<file path="src/hdl/cbmp_pkg.sv">
// ----------------------------------------------------------------------------
// cbmp_pkg: shared types and constants
// opcodes, result kinds, register indexes and sequencer states for the
// bmp pixel streamer with colormap
// ----------------------------------------------------------------------------
package cbmp_pkg;

  localparam int unsigned MaxDimension = 4096;
  localparam int unsigned MaxKeys      = 5;
  localparam int unsigned FractionBits = 16;

  localparam int unsigned ColsW  = 13;
  localparam int unsigned RowsW  = 14;
  localparam int unsigned RowW   = 13;
  localparam int unsigned ColW   = 12;
  localparam int unsigned KeyW   = 56;
  localparam int unsigned KeyIdxW = 3;
  localparam int unsigned MagW   = 32;
  localparam int unsigned NumW   = MagW + 1;
  localparam int unsigned TotW   = NumW + 8;

  localparam logic [1:0] OpStart  = 2'd0;
  localparam logic [1:0] OpDirect = 2'd1;
  localparam logic [1:0] OpMap    = 2'd2;
  localparam logic [1:0] OpUnused = 2'd3;

  localparam logic [1:0] KindPixel  = 2'd0;
  localparam logic [1:0] KindPad    = 2'd1;
  localparam logic [1:0] KindStart  = 2'd2;
  localparam logic [1:0] KindReject = 2'd3;

  localparam logic [2:0] RegCols = 3'd0;
  localparam logic [2:0] RegRows = 3'd1;
  localparam logic [2:0] RegKeys = 3'd2;
  localparam logic [2:0] RegKey0 = 3'd3;
  localparam logic [2:0] RegKey1 = 3'd4;
  localparam logic [2:0] RegKey2 = 3'd5;
  localparam logic [2:0] RegKey3 = 3'd6;
  localparam logic [2:0] RegKey4 = 3'd7;

  typedef enum logic [6:0] {
    StIdle   = 7'b0000001,
    StSearch = 7'b0000010,
    StPrep   = 7'b0000100,
    StMul0   = 7'b0001000,
    StMul1   = 7'b0010000,
    StDiv    = 7'b0100000,
    StEmit   = 7'b1000000
  } state_e;

  typedef logic [KeyW-1:0] key_t;

  // colour byte of a key: channel 0 red, 1 green, 2 blue
  function automatic logic [7:0] key_chan(input key_t key, input logic [1:0] ch);
    logic [7:0] res;
    case (ch)
      2'd0:    res = key[23:16];
      2'd1:    res = key[15:8];
      default: res = key[7:0];
    endcase
    return res;
  endfunction

  function automatic logic signed [MagW-1:0] key_thresh(input key_t key);
    return signed'(key[55:24]);
  endfunction

endpackage

</file>
<file path="src/hdl/colormap_bmp_pixel_stream_top.sv">
// ----------------------------------------------------------------------------
// colormap_bmp_pixel_stream_top: 24-bit bmp pixel byte streamer
// turns start and pixel requests into bgr bytes with row padding, mapping
// magnitudes through a piecewise linear colormap
// ----------------------------------------------------------------------------
// usage
//   slave stream: one request per item; tuser holds the opcode (start frame,
//   direct rgb pixel, magnitude pixel), tdata holds red, green, blue and a
//   signed q16.16 magnitude
//   master stream: one byte result per beat; tlast marks the final result of
//   a request, tuser carries the kind and the frame done flag, tdata carries
//   the byte and the row and column of the next pixel
//   apb port: 64-bit registers at byte address 8*i, written while idle
// timing
//   the block takes one request at a time and drops tready until the last
//   result of that request is loaded into the output register
//   start, reject and direct pixel requests: setup, then one result byte per
//   cycle while the output register can load (1, or 3 to 6 bytes)
//   magnitude pixel: setup, a key search over the n keys in use, then, if a
//   segment matches, a prep step and, for each channel, the a*den and (b-a)*num
//   passes of the one shared multiplier and the 8-step restoring divider; then bytes
//   a stalled receiver simply holds the output register and the sequencer
// reset
//   frame closed, position zero, 1 column, 1 row, one key, keys zero
// ----------------------------------------------------------------------------
module colormap_bmp_pixel_stream_top import cbmp_pkg::*; (
  input  logic        clk_i,
  input  logic        rst_ni,
  // slave stream
  input  logic        s_axis_tvalid,
  output logic        s_axis_tready,
  input  logic [55:0] s_axis_tdata,   // red, green, blue, magnitude
  input  logic [1:0]  s_axis_tuser,   // opcode
  // master stream
  output logic        m_axis_tvalid,
  input  logic        m_axis_tready,
  output logic [39:0] m_axis_tdata,   // out_byte, next_row, next_column, zero fill
  output logic [2:0]  m_axis_tuser,   // kind, frame_done
  output logic        m_axis_tlast,
  // configuration
  input  logic        psel,
  input  logic        penable,
  input  logic        pwrite,
  input  logic [5:0]  paddr,
  input  logic [63:0] pwdata,
  output logic [63:0] prdata,
  output logic        pready
);

  // configuration registers
  logic [ColsW-1:0]        cols_q;
  logic signed [RowsW-1:0] rows_q;
  logic [2:0]              keys_q;
  key_t                    key_q [MaxKeys];

  // frame state
  logic                    open_q;
  logic signed [RowW-1:0]  row_q;
  logic [ColW-1:0]         col_q;
  logic [ColsW-1:0]        fcols_q;
  logic signed [RowsW-1:0] frows_q;

  // sequencer
  state_e                  state_q;
  logic signed [MagW-1:0]  mag_q;
  logic [KeyIdxW-1:0]      sidx_q;
  logic                    le0_q, pgt_q, found_q;
  key_t                    pkey_q, lo_q, hi_q;
  logic [NumW-1:0]         num_q, den_q;
  logic [TotW-1:0]         tot_q;
  logic [7:0]              quo_q;
  logic [2:0]              bit_q;
  logic [1:0]              ch_q;
  logic [7:0]              rgb_q [3];

  // emission
  logic                    em_single_q;
  logic [1:0]              em_kind_q;
  logic [2:0]              em_total_q, em_idx_q;
  logic                    em_done_q;

  // output register
  logic                    m_valid_q;
  logic [7:0]              m_byte_q;
  logic [1:0]              m_kind_q;
  logic                    m_last_q, m_done_q;
  logic signed [RowW-1:0]  m_row_q;
  logic [ColW-1:0]         m_col_q;

  assign pready = 1'b1;
  assign s_axis_tready = (state_q == StIdle);
  assign m_axis_tvalid = m_valid_q;
  assign m_axis_tdata  = {7'd0, m_col_q, m_row_q, m_byte_q};
  assign m_axis_tuser  = {m_done_q, m_kind_q};
  assign m_axis_tlast  = m_last_q;

  logic [2:0] cfg_idx;
  assign cfg_idx = paddr[5:3];

  always_comb begin
    case (cfg_idx)
      RegCols: prdata = {51'd0, cols_q};
      RegRows: prdata = {50'd0, rows_q};
      RegKeys: prdata = {61'd0, keys_q};
      RegKey0: prdata = {8'd0, key_q[0]};
      RegKey1: prdata = {8'd0, key_q[1]};
      RegKey2: prdata = {8'd0, key_q[2]};
      RegKey3: prdata = {8'd0, key_q[3]};
      default: prdata = {8'd0, key_q[4]};
    endcase
  end

  // keys in use, clamped to one..MaxKeys
  logic [2:0] nkeys;
  always_comb begin
    if (keys_q == 3'd0) nkeys = 3'd1;
    else if (keys_q > 3'(MaxKeys)) nkeys = 3'(MaxKeys);
    else nkeys = keys_q;
  end

  logic accept;
  assign accept = s_axis_tvalid && s_axis_tready;

  logic [1:0] in_op;
  assign in_op = s_axis_tuser;

  // start validity
  logic size_ok;
  assign size_ok = (rows_q != '0) &&
                   (rows_q >= -$signed(15'(MaxDimension))) &&
                   (rows_q <= $signed(15'(MaxDimension))) &&
                   (cols_q != '0) && (cols_q <= ColsW'(MaxDimension));

  // position update of a pixel
  logic [ColsW-1:0]        col_inc;
  logic                    row_end;
  logic signed [RowsW-1:0] row_step;
  logic                    frame_end;
  assign col_inc  = {1'b0, col_q} + 1'b1;
  assign row_end  = col_inc >= fcols_q;
  assign row_step = (frows_q < 0) ? {row_q[RowW-1], row_q} + 14'sd1
                                  : {row_q[RowW-1], row_q} - 14'sd1;
  assign frame_end = row_end && ((frows_q < 0)
                     ? ($signed({row_step[RowsW-1], row_step}) >=
                        -$signed({frows_q[RowsW-1], frows_q}))
                     : (row_step < 0));

  // search step
  key_t cur_key;
  logic cur_gt, cur_match;
  assign cur_key   = key_q[sidx_q];
  assign cur_gt    = mag_q > key_thresh(cur_key);
  assign cur_match = (sidx_q != '0) && pgt_q && !cur_gt;

  // shared multiplier and divider step
  logic [7:0]              ch_a, ch_b;
  logic signed [8:0]       ch_diff;
  logic signed [8:0]       mul_a;
  logic signed [33:0]      mul_b;
  logic signed [42:0]      mul_prod;
  logic signed [42:0]      mul_sum;
  logic [TotW-1:0]         div_sh;
  logic                    div_ge;
  logic [7:0]              quo_n;
  assign ch_a     = key_chan(lo_q, ch_q);
  assign ch_b     = key_chan(hi_q, ch_q);
  assign ch_diff  = $signed({1'b0, ch_b}) - $signed({1'b0, ch_a});
  // first pass a*den, second pass (b-a)*num
  assign mul_a    = (state_q == StMul0) ? $signed({1'b0, ch_a}) : ch_diff;
  assign mul_b    = (state_q == StMul0) ? $signed({1'b0, den_q})
                                        : $signed({1'b0, num_q});
  assign mul_prod = mul_a * mul_b;
  assign mul_sum  = $signed({2'b00, tot_q}) + mul_prod;
  assign div_sh   = {8'd0, den_q} << bit_q;
  assign div_ge   = tot_q >= div_sh;
  always_comb begin
    quo_n = quo_q;
    quo_n[bit_q] = div_ge;
  end

  logic load;
  assign load = !m_valid_q || m_axis_tready;

  logic [7:0] em_byte;
  logic [1:0] em_kind;
  logic       em_last;
  always_comb begin
    em_last = (em_idx_q == em_total_q - 3'd1);
    if (em_single_q) begin
      em_byte = 8'd0;
      em_kind = em_kind_q;
    end else begin
      case (em_idx_q)
        3'd0:    em_byte = rgb_q[2];
        3'd1:    em_byte = rgb_q[1];
        3'd2:    em_byte = rgb_q[0];
        default: em_byte = 8'd0;
      endcase
      em_kind = (em_idx_q < 3'd3) ? KindPixel : KindPad;
    end
  end

  // configuration registers
  always_ff @(posedge clk_i or negedge rst_ni) begin
    if (!rst_ni) begin
      cols_q <= ColsW'(1);
      rows_q <= RowsW'(1);
      keys_q <= 3'd1;
      for (int i = 0; i < MaxKeys; i++) key_q[i] <= '0;
    end else if (psel && penable && pwrite && pready) begin
      case (cfg_idx)
        RegCols: cols_q <= pwdata[ColsW-1:0];
        RegRows: rows_q <= pwdata[RowsW-1:0];
        RegKeys: keys_q <= pwdata[2:0];
        RegKey0: key_q[0] <= pwdata[KeyW-1:0];
        RegKey1: key_q[1] <= pwdata[KeyW-1:0];
        RegKey2: key_q[2] <= pwdata[KeyW-1:0];
        RegKey3: key_q[3] <= pwdata[KeyW-1:0];
        default: key_q[4] <= pwdata[KeyW-1:0];
      endcase
    end
  end

  // control
  always_ff @(posedge clk_i or negedge rst_ni) begin
    if (!rst_ni) begin
      state_q   <= StIdle;
      open_q    <= 1'b0;
      row_q     <= '0;
      col_q     <= '0;
      fcols_q   <= ColsW'(1);
      frows_q   <= RowsW'(1);
      m_valid_q <= 1'b0;
    end else begin
      if (state_q == StEmit && load) m_valid_q <= 1'b1;
      else if (m_axis_tready) m_valid_q <= 1'b0;

      case (state_q)
        StIdle: begin
          if (accept) begin
            state_q <= StEmit;
            if (in_op == OpStart) begin
              if (size_ok) begin
                open_q  <= 1'b1;
                fcols_q <= cols_q;
                frows_q <= rows_q;
                row_q   <= (rows_q < 0) ? '0 : RowW'(rows_q - 14'sd1);
                col_q   <= '0;
              end
            end else if (in_op != OpDirect && in_op != OpMap || !open_q) begin
              // reject, frame state unchanged
            end else begin
              if (in_op == OpMap) state_q <= StSearch;
              if (row_end) begin
                col_q <= '0;
                if (frame_end) begin
                  open_q <= 1'b0;
                  row_q  <= -13'sd1;
                end else begin
                  row_q <= RowW'(row_step);
                end
              end else begin
                col_q <= col_inc[ColW-1:0];
              end
            end
          end
        end
        StSearch: begin
          if (sidx_q == nkeys - 3'd1)
            state_q <= (found_q || cur_match) ? StPrep : StEmit;
        end
        StPrep:  state_q <= StMul0;
        StMul0:  state_q <= StMul1;
        StMul1:  state_q <= StDiv;
        StDiv: begin
          if (bit_q == 3'd0) state_q <= (ch_q == 2'd2) ? StEmit : StMul0;
        end
        StEmit: begin
          if (load && em_last) state_q <= StIdle;
        end
        default: state_q <= StIdle;
      endcase
    end
  end

  // datapath
  always_ff @(posedge clk_i) begin
    case (state_q)
      StIdle: begin
        mag_q      <= s_axis_tdata[55:24];
        rgb_q[0]   <= s_axis_tdata[7:0];
        rgb_q[1]   <= s_axis_tdata[15:8];
        rgb_q[2]   <= s_axis_tdata[23:16];
        sidx_q     <= '0;
        found_q    <= 1'b0;
        em_idx_q   <= '0;
        em_done_q  <= frame_end;
        if (in_op == OpStart) begin
          em_single_q <= 1'b1;
          em_kind_q   <= size_ok ? KindStart : KindReject;
          em_total_q  <= 3'd1;
        end else if (in_op != OpDirect && in_op != OpMap || !open_q) begin
          em_single_q <= 1'b1;
          em_kind_q   <= KindReject;
          em_total_q  <= 3'd1;
        end else begin
          em_single_q <= 1'b0;
          em_kind_q   <= KindPixel;
          em_total_q  <= 3'd3 + (row_end ? {1'b0, fcols_q[1:0]} : 3'd0);
        end
      end
      StSearch: begin
        sidx_q <= sidx_q + 3'd1;
        pgt_q  <= cur_gt;
        pkey_q <= cur_key;
        if (sidx_q == '0) begin
          le0_q <= !cur_gt;
          for (int c = 0; c < 3; c++) rgb_q[c] <= key_chan(cur_key, 2'(c));
        end else if (!le0_q) begin
          for (int c = 0; c < 3; c++) rgb_q[c] <= key_chan(cur_key, 2'(c));
        end
        if (cur_match) begin
          found_q <= 1'b1;
          lo_q    <= pkey_q;
          hi_q    <= cur_key;
        end
      end
      StPrep: begin
        num_q <= NumW'($signed({mag_q[MagW-1], mag_q}) -
                       $signed({lo_q[55], key_thresh(lo_q)}));
        den_q <= NumW'($signed({hi_q[55], key_thresh(hi_q)}) -
                       $signed({lo_q[55], key_thresh(lo_q)}));
        ch_q  <= 2'd0;
      end
      StMul0: begin
        tot_q <= mul_prod[TotW-1:0];
        quo_q <= '0;
        bit_q <= 3'd7;
      end
      StMul1: tot_q <= mul_sum[TotW-1:0];
      StDiv: begin
        if (div_ge) tot_q <= tot_q - div_sh;
        quo_q <= quo_n;
        bit_q <= bit_q - 3'd1;
        if (bit_q == 3'd0) begin
          rgb_q[ch_q] <= quo_n;
          ch_q <= ch_q + 2'd1;
        end
      end
      StEmit: begin
        if (load) begin
          em_idx_q <= em_idx_q + 3'd1;
          m_byte_q <= em_byte;
          m_kind_q <= em_kind;
          m_last_q <= em_last;
          m_done_q <= em_last && em_done_q && !em_single_q;
          m_row_q  <= row_q;
          m_col_q  <= col_q;
        end
      end
      default: ;
    endcase
  end

endmodule

</file>
<file path="config.mk">
export PLATFORM = sky130hd
export DESIGN_NAME = colormap_bmp_pixel_stream_top
export DESIGN_NICKNAME = d
export VERILOG_FILES = /design/src/hdl/cbmp_pkg.sv /design/src/hdl/colormap_bmp_pixel_stream_top.sv
export SDC_FILE = /design/constraint.sdc
export NUM_CORES = 2
export LEC_CHECK = 0
export ABC_CLOCK_PERIOD_IN_PS = 17100
export BUFFER_PORTS_ARGS = -buffer_cell sky130_fd_sc_hd__clkbuf_2
export CORE_AREA = 2 2 315 317
export DETAILED_ROUTE_END_ITERATION = 10
export DIE_AREA = 0 0 317 319
export GPL_TIMING_DRIVEN = 0
export PLACE_DENSITY = 0.7
export SYNTH_ARGS = -nofsm -noshare
export SYNTH_HDL_FRONTEND = slang
export SYNTH_SLANG_ARGS = --single-unit
</file>
<file path="constraint.sdc">
create_clock -name clk_i -period 17.1 [get_ports clk_i]
set_clock_uncertainty 0.2 [all_clocks]
set_input_delay 1.71 -clock clk_i [delete_from_list [all_inputs] [get_ports clk_i]]
set_output_delay 1.71 -clock clk_i [all_outputs]
set_load 0.005 [all_outputs]
</file>
---- Word level (Yosys, flattened, before mapping) ----
Memories as Yosys holds them, arrays and structs flattened.
Index checks and enable logic that the tools add are counted.
storage, ports and cells
  output and inout bits ................... 111
  bits of input ports ..................... 135
  memories ................................ 1
  register bits after elaboration ......... 744
  bits in writable memories ............... 24
operators by class
  $add $sub $neg .......................... 17
  shift-type cells ........................ 1
  equal/unequal tests ..................... 31
  multipliers ............................. 1
  reduce and logical (&&, ||, !) cells .... 64
  bitwise gates (word level) .............. 8
  mux-type cells .......................... 97
  $lt $le $gt $ge ......................... 15
memory list
  memory  depth  bits a word  rd ports  clocked after Yosys merged registers in  wr ports  RTL line                             source
  rgb_q   3      8            3         0                                        3         colormap_bmp_pixel_stream_top.sv:74  logic [7:0] rgb_q [3];
operator list
  cell                 number
  $pmux 56 s7          1
  $mux 8               22
  $bmux 56 s3          1
  $pmux 41 s3          1
  $mux 56              2
  $mux 13              6
  $sub 32x32->33       2
  $mux 7               9
  $pmux 7 s7           1
  $mux 12              4
  $pmux 8 s2           3
  $lt 14x1->1 const B  3
  $add 41x41->41       1
  $ge 41x41->1         1
  $mul 9x34->41        1
  $mux 41              1
  $shl 33x3->41        1
  $sub 41x41->41       1
  $mux 33              1
  $gt 32x32->1         1
  $reduce_and 2->1     15
  $mux 1               26
  $pmux 8 s3           1
  $pmux 3 s2           3
  other kinds (61)     126

---- Longest topological paths before layout ----
  depth after elaboration ................. 11
  gate-level depth with buffers ........... 50
  gate-level depth less buffers ........... 47

---- Worst setup path after synthesis ----
OpenSTA, ideal clock, no wires.
  kind .................................... register to register
  from .................................... reg sidx_q[0]
  to ...................................... reg found_q, enable pin
  arrival ................................. 12516 ps
  period minus slack after synthesis ...... 13046 ps
  path buffers ............................ 5
  stages on the path, launching flop included .. 20
  path slack .............................. 4054 ps
  cells stage by stage .................... edfxtp_1 > clkbuf_1 > buf_1 > nor3_1 > clkbuf_1 > clkbuf_1 > buf_1 > nand2_1 > o21a_1 > ha_1 > and4_1 > nand2_1 > nor4_1 > nand3_1 > or3_1 > o21ai_0 > xnor2_1 > o21a_1 > nor3_1 > or2_2
between the ends
  longest elaborated chain between the ends .. 9
ends and longest elaborated chain
  item                                        RTL line                              source
  from (decl)                                 colormap_bmp_pixel_stream_top.sv:66   logic [KeyIdxW-1:0] sidx_q;
  from (signal assigned)                      colormap_bmp_pixel_stream_top.sv:313  sidx_q <= sidx_q + 3'd1;
  $not 3->4 (not written as such)             colormap_bmp_pixel_stream_top.sv:151  assign cur_key = key_q[sidx_q];
  $bmux 56 s3                                 colormap_bmp_pixel_stream_top.sv:151
  $mux 56 (not written as such) (2 in a row)  colormap_bmp_pixel_stream_top.sv:151
  $gt 32x32->1                                colormap_bmp_pixel_stream_top.sv:152  assign cur_gt = mag_q > key_thresh(cur_key);
  net cur_gt                                  colormap_bmp_pixel_stream_top.sv:150  logic cur_gt, cur_match;
  $logic_not 1->1                             colormap_bmp_pixel_stream_top.sv:153  assign cur_match = (sidx_q != '0) && pgt_q && !cur_gt;
  $logic_and 1x1->1                           colormap_bmp_pixel_stream_top.sv:153
  $ne 2x2->1 (no source line)                 --
  $reduce_and 2->1 (no source line)           --
  to (signal assigned)                        colormap_bmp_pixel_stream_top.sv:295  found_q <= 1'b0;
  to (signal assigned)                        colormap_bmp_pixel_stream_top.sv:323  found_q <= 1'b1;
  to (decl)                                   colormap_bmp_pixel_stream_top.sv:67   logic le0_q, pgt_q, found_q;
The timed path passes the listed nets, and every way through them passes these cells. The select of a mux whose other input is x is not followed.
A chain may end at the register's enable or synchronous reset.

---- Worst setup path after layout ----
  from .................................... reg ch_q[0]
  to ...................................... reg tot_q[39] (data pin)
between the ends
  longest elaborated chain between the ends .. 7
ends and longest elaborated chain
  item                                                  RTL line                              source
  from (decl)                                           colormap_bmp_pixel_stream_top.sv:73   logic [1:0] ch_q;
  from (signal assigned)                                colormap_bmp_pixel_stream_top.sv:347  ch_q <= ch_q + 2'd1;
  $eq 2x1->1 / $logic_not 2->1 (equally long branches)  cbmp_pkg.sv:56                        case (ch)
  $pmux 8 s2                                            cbmp_pkg.sv:56
  $sub 8x8->9                                           colormap_bmp_pixel_stream_top.sv:167  assign ch_diff = $signed({1'b0, ch_b}) - $signed({1'b0, ch_a});
  $mux 9 *                                              colormap_bmp_pixel_stream_top.sv:169  assign mul_a = (state_q == StMul0) ? $signed({1'b0, ch_a}) : ch_diff;
  $mul 9x34->41 *                                       colormap_bmp_pixel_stream_top.sv:172  assign mul_prod = mul_a * mul_b;
  $add 41x41->41                                        colormap_bmp_pixel_stream_top.sv:173  assign mul_sum = $signed({2'b00, tot_q}) + mul_prod;
  $pmux 41 s3 *                                         colormap_bmp_pixel_stream_top.sv:288  case (state_q)
  to (signal assigned)                                  colormap_bmp_pixel_stream_top.sv:336  tot_q <= mul_prod[TotW-1:0];
  to (signal assigned)                                  colormap_bmp_pixel_stream_top.sv:340  StMul1: tot_q <= mul_sum[TotW-1:0];
  to (signal assigned)                                  colormap_bmp_pixel_stream_top.sv:342  if (div_ge) tot_q <= tot_q - div_sh;
  to (decl)                                             colormap_bmp_pixel_stream_top.sv:70   logic [TotW-1:0] tot_q;
Every way passes the cells marked *; elsewhere a longest branch is shown, timed or not.

==> results.ini <==
[outcome]
run_status=completed

[floorplanning]
fp.dieH_um=319
boundaryPins=246
floorplan.initialDensity_pct=54.77
num_rows=115
fp.dieW_um=317
die-area_um2=101100
core_area_um2=97700

[drt]
remaining_drc_errors=0
detail_route.wirelength_um=160700
via_per_inst=6.077
first_iter_violations=3895
detail_route.wl_per_cell_um=23.83
ant_nets=0
drt_pass1_iterations=6
detailroute.via_count=40980

[sta]
tightest_slew_ps=1451
timing.final.crit_share_pct=80.74
hold_slack_ps=214.9
finalHoldViolCount=0
slew_headroom_pct=3.270
setup_viol=0
timing_max_transition_violations_final=0
fin_crit_ps=13810
layout_setup_ws_ps=3294
max_clock_freq_ghz=0.07243
rsz0062_at_grt=no

[power_and_ir_drop]
comb_power_share_pct=40.0
internal-power_w=0.004769
p_leak_nw=26.25
switching_fraction_pct=37.22
clock_power_share_pct=26.2
seq_power_share_pct=33.8
pwr_density_cell_nw_per_um2=127.4
max-vdd-ir-drop_v=0.0001068
switching_power_w=0.002828

[global_route]
gr-usage-met3_pct=4.832
wire_length_of_the_first_global_routing_pass_um=242000
global_route.usage.met1_pct=42.08
gr-usage-all-layers_pct=31.63
number_of_antenna_violations_at_the_first_check_in_global_routing=8
grt_overflow=0
grt-busiest-layer=met2
pin_count_of_the_biggest_net_entering_global_routing=112
first_global_vias=40190
groute.layer.met2.usage_pct=50.83

[synthesis]
yosys.cell_types.count=86
netlist_instances=5049
synthTopCellsByArea=sky130_fd_sc_hd__edfxtp_1 (22%), sky130_fd_sc_hd__dfrtp_1 (17%), sky130_fd_sc_hd__fa_1 (8.4%)
synth_enable_flop_cells=396
netlist_area_um2=53510
syn_avg_cell_area_um2=10.60
synthesis.yosys.warnings=0
synth_seq_cells=767
yosysSeqAreaShare_pct=39.58
yosys_most_used_dff=sky130_fd_sc_hd__edfxtp_1
async_flop_share_pct=48.37
synth_top_area_cell=sky130_fd_sc_hd__edfxtp_1
synth_top_area_share_pct=22.22

[clocking]
clk_transition_reported_paths_ps=70
clock_latency_ps=690
tritoncts.num_buffers=83
cts_tree=done
cts_setup_buffers=0
cts_hold_buf=0
post_cts.resized_instances=0
htree_levels=3
clk_root_buffer_cell=sky130_fd_sc_hd__clkbuf_16
cts.sink_count=767
clockBufferDepth=3

[cells_and_area]
final_util_pct=61.02
layout.cells.most_common=sky130_fd_sc_hd__nand2_1
share_of_final_layout_standard_cells_stronger_than_drive_strength_1_pct=16.27
syn_to_final_growth_pct=11.40
final_net_count=6083
post_route_cell_area_um2=59620
final_cell_mix=sky130_fd_sc_hd__nand2_1 (527), sky130_fd_sc_hd__nor2_1 (484), sky130_fd_sc_hd__edfxtp_1 (396)
fillerInstances=8177

[worst_hold_path]
startpoint_of_the_tightest_hold_check_path=pkey_q[34]
holdCritPathClass=register to register

[worst_setup_path]
category_of_the_critical_setup_timing_path=register to register
critical_path_arrival_ps=14040
start_of_the_worst_register_to_register_path=ch_q[0]
crit_path_start=ch_q[0]
crit_path_end_kind=register
worst_ep_required_time_ps=17330
cp_slowest_stage_delay_ps=1110
crit_slowest_cell=sky130_fd_sc_hd__a21oi_1
crit_path_start_kind=register
highest_fanout_seen_on_the_critical_path=10

[placed_design]
place.detailed.hpwl_um=124000
detailed_place.area_um2=56570
io_buffers=217
preCtsSetupSlack_ps=3602
gpl.final_weighted_congestion=0.9806

[run]
timing.max_cap.violations=0

==> sequential cells by signal, summed over array words and instances, names as in the netlist, 7 cells and up <==
signal / flops
key_q: 280
m_row_q: 13
tot_q: 41
frows_q: 14
lo_q: 56
m_byte_q: 8
rgb_q: 24
cols_q: 13
fcols_q: 13
num_q: 33
quo_q: 8
rows_q: 14
col_q: 12
m_col_q: 12
state_q: 7
row_q: 13
den_q: 33
mag_q: 32
pkey_q: 56
hi_q: 56
==> path summary, 6_finish.rpt <==
| kind | slack [ps] | cells after the start | end |
|---|---|---|---|
| worst max-delay path | 3290 | 46 | tot_q[39] |
| worst min-delay path | 210 | 0 | lo_q[34] |
| worst max register to register | 3290 | 46 | tot_q[39] |
| worst min register to register | 210 | 0 | lo_q[34] |
| max in group asynchronous | 13860 | 4 | key_q[33] |
| min in group asynchronous | 880 | 1 | row_q[8] |
==> worst max-delay path, delay by kind of cell, from the launching register on <==
family	cells	cell delay, ps
compound gates	18	5800
simple gates	9	1760
fa+ha+maj	9	3720
flops	1	380
xor+xnor	3	300
buf+inv	7	1390
==> cell usage after synthesis, drive strengths merged (28+ instances only) <==
| master | instances |
|---|---|
| mux2 | 374 |
| dfrtp | 365 |
| nor3 | 45 |
| a22o | 42 |
| nor2 | 485 |
| nor2b | 43 |
| buf | 67 |
| nand2 | 527 |
| fa | 224 |
| clkbuf | 171 |
| nand2b | 57 |
| ha | 342 |
| inv | 291 |
| o21ai | 275 |
| xor2 | 80 |
| and3 | 36 |
| xnor2 | 141 |
| mux4 | 61 |
| a21oi | 268 |
| a22oi | 42 |
| a31oi | 28 |
| nand3 | 55 |
| mux2i | 161 |
| a21o | 97 |
| edfxtp | 396 |
| o21a | 62 |
==> cell type report <==
type	instances	area [um2]	area share, %
Antenna cell	5	12.51	0.02099
Inverter	292	1096	1.839
Buffer	238	970.9	1.629
Clock buffer	100	2252	3.778
Sequential cell	767	21180	35.53
Multi-Input combinational cell	3766	30330	50.88
Timing Repair Buffer	234	1375	2.307
Clock inverter	55	782.0	1.312
Tap cell	1287	1610	2.701
==> metal layers <==
layer / share of wire, % / vias up
met3: 6.8 / 397
met5: 0.030 / -
met1: 41 / 20260
met4: 5.2 / 6
met2: 47 / 1680
li1: - / 18640
==> cells by family (layout without fill, tap and decap cells) <==
group           after synthesis  count (layout)  share of synthesized area, %
simple gates               1356            1356                         11.01
compound gates             1011            1011                         12.09
flops                       767             767                         39.58
mux                         596             596                         13.45
fa+ha+maj                   566             566                         16.38
buf+inv                     530             919                         3.863
xor+xnor                    221             221                         3.617
other cells                   2              21                       0.01403
==> power by group through the flow <==
stage	registers, W	clock network (W)	logic [W]
after floorplan	0.00251	0	0.00213
after global placement	0.00259	0	0.00292
after detailed placement	0.00259	0	0.00299
after CTS	0.00256	0.00201	0.00302
after global routing	0.00260	0.00208	0.00334
final	0.00257	0.00199	0.00304
==> stage by stage <==
step	TNS, ps	instances	total power (W)
2_1_floorplan	0	5063	0.004646
3_3_place_gp	-60530	6567	0.005506
5_1_grt	0	6741	0.008022
4_1_cts	0	6739	0.007590
6_report	0	6744	0.007596
3_5_place_dp	0	6584	0.005585
(Power assumes the default switching activity.)
